### config.mk
export PLATFORM = sky130hd
export DESIGN_NAME = terminal_output_postprocessor
export DESIGN_NICKNAME = d
export VERILOG_FILES = /design/src/hdl/topp_pkg.sv /design/src/hdl/terminal_output_postprocessor.sv /design/src/hdl/topp_decode.sv /design/src/hdl/topp_expand.sv
export SDC_FILE = /design/constraint.sdc
export NUM_CORES = 1
export LEC_CHECK = 0
export ABC_AREA = 1
export BUFFER_PORTS_ARGS = -buffer_cell sky130_fd_sc_hd__buf_2
export CORE_MARGIN = 2
export CORE_UTILIZATION = 60
export DETAILED_ROUTE_END_ITERATION = 10
export GPL_TIMING_DRIVEN = 0
export MAX_ROUTING_LAYER = met4
export PLACE_DENSITY = 0.8
export SYNTH_ARGS = -nofsm -noshare
export SYNTH_HDL_FRONTEND = slang
export SYNTH_HIERARCHICAL = 1
export SYNTH_SLANG_ARGS = --single-unit
### constraint.sdc
create_clock -name clk -period 9.1 [get_ports clk]
set_clock_uncertainty 0.2 [all_clocks]
set_input_delay 1.82 -clock clk [delete_from_list [all_inputs] [get_ports clk]]
set_output_delay 1.82 -clock clk [all_outputs]
set_load 0.1 [all_outputs]
### src/hdl/topp_pkg.sv
`default_nettype none

package topp_pkg;

  localparam int unsigned SCREEN_BITS = 10;
  localparam int unsigned MODE_BITS   = 9;
  localparam int unsigned LIST_DEPTH  = 3;
  localparam int unsigned TAB_STOP    = 8;

  // Register indexes on the configuration channel
  localparam logic [7:0] REG_MODE  = 8'd0;
  localparam logic [7:0] REG_ERASE = 8'd1;
  localparam logic [7:0] REG_KILL  = 8'd2;
  localparam logic [7:0] REG_COLS  = 8'd3;

  // Reset values of the registers
  localparam logic [MODE_BITS-1:0]   MODE_RESET  = 9'd493;
  localparam logic [7:0]             ERASE_RESET = 8'd127;
  localparam logic [7:0]             KILL_RESET  = 8'd21;
  localparam logic [SCREEN_BITS-1:0] COLS_RESET  = 10'd80;

  // Characters
  localparam logic [7:0] CH_EOT   = 8'h04;
  localparam logic [7:0] CH_BS    = 8'h08;
  localparam logic [7:0] CH_TAB   = 8'h09;
  localparam logic [7:0] CH_LF    = 8'h0A;
  localparam logic [7:0] CH_CR    = 8'h0D;
  localparam logic [7:0] CH_SPACE = 8'h20;
  localparam logic [7:0] CH_CARET = 8'h5E;
  localparam logic [7:0] CH_U     = 8'h55;
  localparam logic [7:0] CTL_LIMIT  = 8'd32;
  localparam logic [7:0] CTL_OFFSET = 8'd64;

  localparam logic OP_WRITE = 1'b0;
  localparam logic OP_ECHO  = 1'b1;

  // Mode flags, highest bit first
  typedef struct packed {
    logic echoctl;
    logic echoke;
    logic echok;
    logic echoe;
    logic echonl;
    logic echo;
    logic onlcr;
    logic xtabs;
    logic canon;
  } mode_flags_t;

  typedef struct packed {
    mode_flags_t            mode;
    logic [7:0]             erase_char;
    logic [7:0]             kill_char;
    logic [SCREEN_BITS-1:0] screen_cols;
  } cfg_t;

  // Characters handed to output processing for one item, in order c0, c1, c2
  typedef struct packed {
    logic [1:0] count;
    logic [7:0] c2;
    logic [7:0] c1;
    logic [7:0] c0;
  } emit_list_t;

endpackage

`default_nettype wire

### src/hdl/terminal_output_postprocessor.sv
`default_nettype none

// Terminal output post-processor.
// Input stream (s_*): one transaction per character, s_tdata the byte,
// s_tuser set for the echo of a received byte, clear for a plain write.
// Output stream (m_*): the bytes for the terminal, one per transaction, with
// m_tlast on the final byte that an input caused. An input that yields
// nothing (end-of-transmission in canonical mode, suppressed echo) gives no
// output transaction at all.
// Configuration (cfg_*): cfg_index selects mode flags, erase, kill or screen
// width; always ready; write only while the streams are quiet.
// An accepted item goes into the input register; its first byte is then
// registered into the output register, which takes one byte per cycle.
// Throughput: one input per cycle while each yields one byte and m_tready
// does not stall; an item of N bytes holds the input register until its last
// byte leaves (tab expansion up to 8, kill echo up to 4, erase echo up to 3
// unless it expands as a tab). Reset: clears the column to zero, empties both
// registers and loads the register defaults. A stall on m_tready holds the
// output byte and, once the input register is also full, drops s_tready.
module terminal_output_postprocessor #(
  parameter int unsigned COLUMN_BITS = 10
) (
  input  wire logic       clk,
  input  wire logic       rst,
  // Input stream
  input  wire logic       s_tvalid,
  output logic            s_tready,
  input  wire logic [7:0] s_tdata,   // [7:0] data_byte
  input  wire logic       s_tuser,   // [0] op
  // Output stream
  output logic            m_tvalid,
  input  wire logic       m_tready,
  output logic [7:0]      m_tdata,   // [7:0] out_byte
  output logic            m_tlast,
  // Configuration writes
  input  wire logic       cfg_valid,
  output logic            cfg_ready,
  input  wire logic [7:0] cfg_index,
  input  wire logic [9:0] cfg_data
);
  import topp_pkg::*;

  cfg_t       cfg;
  emit_list_t dec_list;
  logic       in_free;
  logic       in_take;

  // Register file; ignore writes beyond the four registers
  assign cfg_ready = 1'b1;

  always_ff @(posedge clk) begin
    if (rst) begin
      cfg.mode        <= MODE_RESET;
      cfg.erase_char  <= ERASE_RESET;
      cfg.kill_char   <= KILL_RESET;
      cfg.screen_cols <= COLS_RESET;
    end else if (cfg_valid && cfg_ready) begin
      unique case (cfg_index)
        REG_MODE:  cfg.mode        <= cfg_data[MODE_BITS-1:0];
        REG_ERASE: cfg.erase_char  <= cfg_data[7:0];
        REG_KILL:  cfg.kill_char   <= cfg_data[7:0];
        REG_COLS:  cfg.screen_cols <= cfg_data[SCREEN_BITS-1:0];
        default: ;
      endcase
    end
  end

  // Take a new transaction whenever the input register is empty or retiring
  assign s_tready = in_free;
  assign in_take  = s_tvalid && s_tready;

  topp_decode u_decode (
    .op        (s_tuser),
    .data_byte (s_tdata),
    .cfg       (cfg),
    .list      (dec_list)
  );

  topp_expand #(
    .COLUMN_BITS (COLUMN_BITS)
  ) u_expand (
    .clk      (clk),
    .rst      (rst),
    .cfg      (cfg),
    .in_take  (in_take),
    .in_list  (dec_list),
    .in_free  (in_free),
    .m_tvalid (m_tvalid),
    .m_tready (m_tready),
    .m_tdata  (m_tdata),
    .m_tlast  (m_tlast)
  );

endmodule

`default_nettype wire

### src/hdl/topp_decode.sv
`default_nettype none

module topp_decode (
  input  wire logic               op,
  input  wire logic [7:0]         data_byte,
  input  wire topp_pkg::cfg_t     cfg,
  output topp_pkg::emit_list_t    list
);
  import topp_pkg::*;

  emit_list_t raw;

  // Render echo (erase, kill, caret notation) into at most three characters
  always_comb begin
    raw = '0;
    if (op == OP_WRITE) begin
      raw.count = 2'd1;
      raw.c0    = data_byte;
    end else if (!cfg.mode.echo) begin
      if (data_byte == CH_LF && cfg.mode.echonl) begin
        raw.count = 2'd1;
        raw.c0    = CH_LF;
      end
    end else if (cfg.mode.canon && data_byte == cfg.erase_char) begin
      if (cfg.mode.echoe) begin
        raw.count = 2'd3;
        raw.c0    = CH_BS;
        raw.c1    = CH_SPACE;
        raw.c2    = CH_BS;
      end else begin
        raw.count = 2'd1;
        raw.c0    = cfg.erase_char;
      end
    end else if (cfg.mode.canon && data_byte == cfg.kill_char) begin
      if (cfg.mode.echoke) begin
        raw.count = 2'd3;
        raw.c0    = CH_CARET;
        raw.c1    = CH_U;
        raw.c2    = CH_LF;
      end else if (cfg.mode.echok) begin
        raw.count = 2'd1;
        raw.c0    = CH_LF;
      end
    end else if (cfg.mode.echoctl && data_byte < CTL_LIMIT &&
                 data_byte != CH_LF && data_byte != CH_TAB) begin
      raw.count = 2'd2;
      raw.c0    = CH_CARET;
      raw.c1    = 8'(data_byte + CTL_OFFSET);
    end else begin
      raw.count = 2'd1;
      raw.c0    = data_byte;
    end
  end

  // Drop end-of-transmission in canonical mode; it only ever stands alone
  always_comb begin
    list = raw;
    if (raw.count == 2'd1 && raw.c0 == CH_EOT && cfg.mode.canon) begin
      list.count = 2'd0;
    end
  end

endmodule

`default_nettype wire

### src/hdl/topp_expand.sv
`default_nettype none

module topp_expand #(
  parameter int unsigned COLUMN_BITS = 10
) (
  input  wire logic                 clk,
  input  wire logic                 rst,
  input  wire topp_pkg::cfg_t       cfg,
  input  wire logic                 in_take,
  input  wire topp_pkg::emit_list_t in_list,
  output logic                      in_free,
  output logic                      m_tvalid,
  input  wire logic                 m_tready,
  output logic [7:0]                m_tdata,
  output logic                      m_tlast
);
  import topp_pkg::*;

  localparam int unsigned CmpBits = (COLUMN_BITS > SCREEN_BITS) ? COLUMN_BITS : SCREEN_BITS;

  // Input register
  logic             busy;
  emit_list_t       list;
  logic [1:0]       li;
  logic             first;
  logic [3:0]       tab_left;

  // Output state
  logic [COLUMN_BITS-1:0] column;
  logic [COLUMN_BITS-1:0] column_next;
  logic [COLUMN_BITS-1:0] col_inc;

  logic [7:0] ch;
  logic       is_tab;
  logic       is_nl;
  logic [3:0] left_now;
  logic       char_done;
  logic       final_raw;
  logic [7:0] raw;
  logic       advance;
  logic       step;
  logic       retire;

  always_comb begin
    unique case (li)
      2'd0:    ch = list.c0;
      2'd1:    ch = list.c1;
      default: ch = list.c2;
    endcase
  end

  assign is_tab   = (ch == CH_TAB) && cfg.mode.xtabs;
  assign is_nl    = (ch == CH_LF) && cfg.mode.onlcr;
  assign left_now = first ? (4'(TAB_STOP) - {1'b0, column[2:0]}) : tab_left;

  always_comb begin
    priority if (is_tab) begin
      raw       = CH_SPACE;
      char_done = (left_now == 4'd1);
    end else if (is_nl) begin
      raw       = first ? CH_CR : CH_LF;
      char_done = !first;
    end else begin
      raw       = ch;
      char_done = 1'b1;
    end
  end

  assign final_raw = char_done && (li == list.count - 2'd1);
  assign advance   = !m_tvalid || m_tready;
  assign step      = busy && (list.count != 2'd0) && advance;
  assign retire    = busy && ((list.count == 2'd0) || (advance && final_raw));
  assign in_free   = !busy || retire;

  // Column after the byte leaving now
  assign col_inc = column + COLUMN_BITS'(1);

  always_comb begin
    priority if (raw == CH_CR || raw == CH_LF) begin
      column_next = '0;
    end else if (raw == CH_BS) begin
      column_next = (column != '0) ? column - COLUMN_BITS'(1) : column;
    end else if (cfg.screen_cols != '0 &&
                 CmpBits'(col_inc) >= CmpBits'(cfg.screen_cols)) begin
      column_next = '0;
    end else begin
      column_next = col_inc;
    end
  end

  always_ff @(posedge clk) begin
    if (rst) begin
      busy     <= 1'b0;
      m_tvalid <= 1'b0;
      column   <= '0;
      li       <= 2'd0;
      first    <= 1'b1;
    end else begin
      if (in_take) begin
        busy  <= 1'b1;
        li    <= 2'd0;
        first <= 1'b1;
      end else begin
        if (retire) begin
          busy <= 1'b0;
        end
        if (step) begin
          first <= char_done;
          if (char_done) begin
            li <= li + 2'd1;
          end
        end
      end
      if (step) begin
        m_tvalid <= 1'b1;
        column   <= column_next;
      end else if (m_tready) begin
        m_tvalid <= 1'b0;
      end
    end
  end

  always_ff @(posedge clk) begin
    if (in_take) begin
      list <= in_list;
    end
    if (step) begin
      tab_left <= left_now - 4'd1;
      m_tdata  <= raw;
      m_tlast  <= final_raw;
    end
  end

`ifndef ASSERT_OFF
  a_index_in_list: assert property (@(posedge clk) disable iff (rst)
    busy && list.count != 2'd0 |-> li < list.count)
    else $error("character index beyond the emit list");

  a_line_start: assert property (@(posedge clk) disable iff (rst)
    step && (raw == CH_CR || raw == CH_LF) |=> column == '0)
    else $error("column not cleared after CR or LF");

  a_multi_phase: assert property (@(posedge clk) disable iff (rst)
    busy && !first |-> is_tab || is_nl)
    else $error("continuation phase on a single-byte character");

  a_out_drop: assert property (@(posedge clk) disable iff (rst)
    $fell(m_tvalid) |-> $past(m_tready))
    else $error("result withdrawn without a transaction");
`endif

endmodule

`default_nettype wire

# == Word-level counts from Yosys, hierarchy flattened ==
# Index checks and enable logic that the tools add are counted.
# op_classes
addsub,7
magnitude_cmp,2
eq_ne,19
n_mux,36
n_reduce_logical,40
# ops
op,count
8-bit 2-to-1 mux,8
8-bit by 4-bit equality test with 1-bit output (second input constant),6
10-bit 2-to-1 mux,4
26-bit 2-to-1 mux,1
12-bit 2-to-1 mux,2
10-bit nonzero test,2
1-bit logical AND,17
8-bit by 2-bit equality test with 1-bit output (second input constant),2
8-bit equality test,2
16-bit 2-to-1 mux,1
4-bit 2-to-1 mux,4
8-bit by 4-bit inequality test with 1-bit output (second input constant),2
8-bit one-hot mux with 2 select lines,1
2-bit AND reduction,7
2-bit 2-to-1 mux,6
10-bit by 1-bit adder with 10-bit output (second input constant),1
10-bit >= comparator,1
10-bit by 1-bit subtractor with 10-bit output (second input constant),1
8-bit by 7-bit adder with 8-bit output (second input constant),1
8-bit by 1-bit equality test with 1-bit output (second input constant),1
8-bit by 3-bit equality test with 1-bit output (second input constant),1
8-bit logical NOT,1
8-bit by 6-bit < comparator with 1-bit output (second input constant),1
1-bit 2-to-1 mux,8
14 further kinds,23
# word_totals
regBits,89
in_bits,32
out_inout_bits,12
elab_cells,128

# == Logic depth before layout (Yosys ltp) ==
# logic_depth
depth_word,13
depth_mapped,21
depth_no_buf,20

# == Modules after synthesis ==
# The synthesis kept the hierarchy.
# modules_own_cells
module,n_inst,cells_each,area_per_inst_um2,seq_area_each_um2
topp_expand,1,395,3328.2,1471.4
terminal_output_postprocessor,1,201,1470.2,700.7
topp_decode,1,210,1059.8,0.0

# == Worst setup path after synthesis ==
# No wires, ideal clock.
# synth_path
kind,input -> output
from,input port m_tready
to,output port s_tready
t_arrival_ns,2.438
required_ns,7.080
slack_ns,4.642
cell_stages,3
path_buffers,0
path_cell_list,nor2_1 inv_1 a31o_2
# synth_between
elab_chain_cells,5
# synth_rtl
item,line,rtl
"start, declared",terminal_output_postprocessor.sv:32,"input wire logic m_tready,"
1-bit logical OR,topp_expand.sv:70,assign advance = !m_tvalid || m_tready;
1-bit logical AND,topp_expand.sv:72,assign retire = busy && ((list.count == 2'd0) || (advance && final_raw));
1-bit logical OR,topp_expand.sv:72,
1-bit logical AND,topp_expand.sv:72,
1-bit logical OR,topp_expand.sv:73,assign in_free = !busy || retire;
"end, declared",terminal_output_postprocessor.sv:27,"output logic s_tready,"
# No other way between the ends.

# == Worst setup path after layout ==
# layout_path
from,register u_expand.column[0]
to,output port s_tready
# layout_between
elab_chain_cells,9
# layout_rtl
item,line,rtl
"start, declared",topp_expand.sv:29,logic [COLUMN_BITS-1:0] column;
"start signal, assigned",topp_expand.sv:116,column <= column_next;
4-bit by 3-bit subtractor with 4-bit output,topp_expand.sv:54,"assign left_now = first ? (4'(TAB_STOP) - {1'b0, column[2:0]}) : tab_left;"
4-bit 2-to-1 mux,topp_expand.sv:54,
4-bit by 1-bit equality test with 1-bit output,topp_expand.sv:59,char_done = (left_now == 4'd1);
1-bit 2-to-1 mux,topp_expand.sv:57,priority if (is_tab) begin
1-bit logical AND,topp_expand.sv:69,assign final_raw = char_done && (li == list.count - 2'd1);
1-bit logical AND,topp_expand.sv:72,
1-bit logical OR,topp_expand.sv:72,
1-bit logical AND,topp_expand.sv:72,
1-bit logical OR,topp_expand.sv:73,
# No other way between the ends.

==> flow_summary.toml <==
[placed_design]
routabilityCongestion = 0.960
port_buffers = 42
hpwl_mm = 10.8

[layout]
final_cell_mix = "nand2_1 (221), inv_1 (99), nand3_1 (90)"
final_layout_size_suffix_gt1_share_pct = 18.2
final_nets = 914
seq_area_mm2 = 0.00217
multiInputGateArea_mm2 = 0.00307
mostFrequentLayoutCell = "nand2_1"
final_core_util_pct = 66.6
fillCellCount = 874
area_delta_synth_final_pct = 9.55
antenna_cells = 0

[timing]
setup-tns-final_ns = 0
min_period_ns = 4.91
max_slew_margin_pct = 12.8
setup_violations = 0
finalCritPeriodShare_pct = 54.0
report.final.slew_viol_count = 0
final_hold_viol_count = 0
fmax_mhz = 203
tightest_slew_ns = 1.30
rsz0062_at_grt = "false"

[floorplanning]
placement_rows = 36
die_area_mm2 = 0.0106
start_util_pct = 60.8
die_w_um = 103
die-height_um = 103
io_pins = 44
coreArea_mm2 = 0.00964

[route]
top_layer_used = "met4"
met3WireLength_um = 672
wl_met1_mm = 6.13
firstDrtPassIters = 5
wl_mm = 13.8
ant_nets = 0
wl_met2_mm = 6.69
drc_errors = 0
routedWlPerCell_um = 13.8
vias = 5291
via_per_inst = 5.28
drt-initial-drc-count = 260

[grt]
grt.total_usage_pct = 28.2
antenna_found_initial = 0
grt_pass1_wl_mm = 22.6
grt_max_degree = 29
overflow = 0
first_global_vias = 4881

[job]
max_cap_viol_count = 0

[worst_setup_path]
cpPeakStageDelay_ns = 0.43
cp_slowest_cell = "ha_1"
path_class = "flip-flop to output pin"
cp_common_cell = "inv_1"
cp.required_ns = 7.08
worstPathCellList = "inv_1, ha_1, nand2_1, o21ai_0, inv_1, ha_1, nand3_1, o21ai_0, nand2_1, inv_1, a31o_2, buf_2"
cp-end-kind = "output pin"
cp-start-kind = "flip-flop"
critPathMaxFanout = 7
critPathArrivalTime_ns = 2.89

[synth]
synth_area_per_cell_um2 = 7.27
yosys_warnings = 6
yosysSeqAreaShare_pct = 37.1
yosys_register_bits = 89
synthDistinctLibCells = 43
netlist_area_mm2 = 0.00586
netlist_instances = 806

[cts]
cts_sinks = 89
htree_levels = 3
numCtsBuffers = 9
root_buffer = "clkbuf_8"
cts_tree = "built"
postCtsSetupBuffers = 0
clock_latency_ns = 0.36
clk_pin_slew_ns = 0.09
ctsResizeCount = 0
cts_max_path_buffers = 2
hold_buffers = 0

[pwr]
ir_drop_v = 0.0000711
power_density_mw_per_mm2 = 147
p_leak_nw = 3.24

[min_path]
hold_class = "flip-flop to flip-flop"

[outcome]
status = "completed"
## worst paths after layout
path	from	end	slack, ns	depth (start not counted)
hold reg to reg	cfg[32]	cfg[32]	0.27	2
setup reg to reg	u_expand/column[0]	u_expand/li[0]	5.51	16
hold / removal	cfg[32]	cfg[32]	0.27	2
setup / recovery	u_expand/column[0]	s_tready	4.19	12
## registers in the layout, summed over array words and instances, names as in the netlist
signal,count
u_expand/first,1
u_expand/m_tdata,8
u_expand/list,26
u_expand/tab_left,4
u_expand/column,10
u_expand/m_tlast,1
u_expand/li,2
u_expand/busy,1
cfg,35
u_expand/m_tvalid,1
## power breakdown
group          total [mW]  internal [mW]  switching, mW
sequential          0.455          0.444         0.0111
combinational       0.248         0.0754          0.172
clock               0.238         0.0991          0.139
## critical path: cells and delay by family (launching register included)
family                   cells  cell delay (ns)
flip-flops                   1             0.42
AO/OA/AOI/OAI                3             0.45
buffers and inverters        4             0.79
adder cells (fa/ha/maj)      2             0.58
AND/OR/NAND/NOR              3             0.28
## Yosys cell counts (all sizes together)
cell type	count	area share [%]
conb	2	0.13
buf	22	3.0
ha	18	3.8
o21a	1	0.13
inv	112	7.2
nor3	7	0.68
a21boi	2	0.26
nand3	103	10
a31o	1	0.15
o21bai	6	0.77
edfxtp	39	20
nor4	4	0.43
o211ai	3	0.38
clkbuf	4	0.26
nor2	82	6.9
xor2	15	2.2
o21ai	15	1.3
a21oi	53	5.4
nor2b	3	0.58
xnor2	2	0.30
dfxtp	50	17
clkinv	6	0.38
o22ai	2	0.21
or2	3	0.32
nand4	11	1.4
nand2	240	17
## cells by family (layout without fill, tap and decap cells)
family	after synthesis	in the layout	share of synthesized area, %
other	2	7	0.128
buffers and inverters	144	202	10.8
xor gates and xnor gates	17	17	2.54
and+or+nand+nor	453	453	37.0
adders and majority gates	18	18	3.84
DFF	89	89	37.1
AOI/OAI and AO/OA	83	83	8.61
## layer usage
metal,global-route usage [%],vias up
met4,9.82,0
met1,35.6,2404
met5,-,-
met2,47.1,167
met3,3.12,30
li1,-,2690
## per-stage QoR
step	instance area, um2	worst slack [ns]	power (mW)	hold slack, ns	cells
3_3_place_gp	6250	4.45	0.702	0.236	986
3_5_place_dp	6250	4.43	0.709	0.247	986
2_1_floorplan	5880	4.64	0.654	0.221	811
6_report	6420	4.19	0.942	0.266	1002
4_1_cts	6420	4.20	0.946	0.270	1002
5_1_grt	6420	4.01	0.993	0.304	1002
## cell type report
cell class                      count  area share, %
Tap cell                          133           2.59
Timing Repair Buffer               42           3.28
Sequential cell                    89           33.8
Buffer                             26           2.98
Multi-Input combinational cell    578           47.8
Inverter                          118           6.90
Clock buffer                       11           2.05
Clock inverter                      5          0.507
Power figures use the tool's default switching activity.
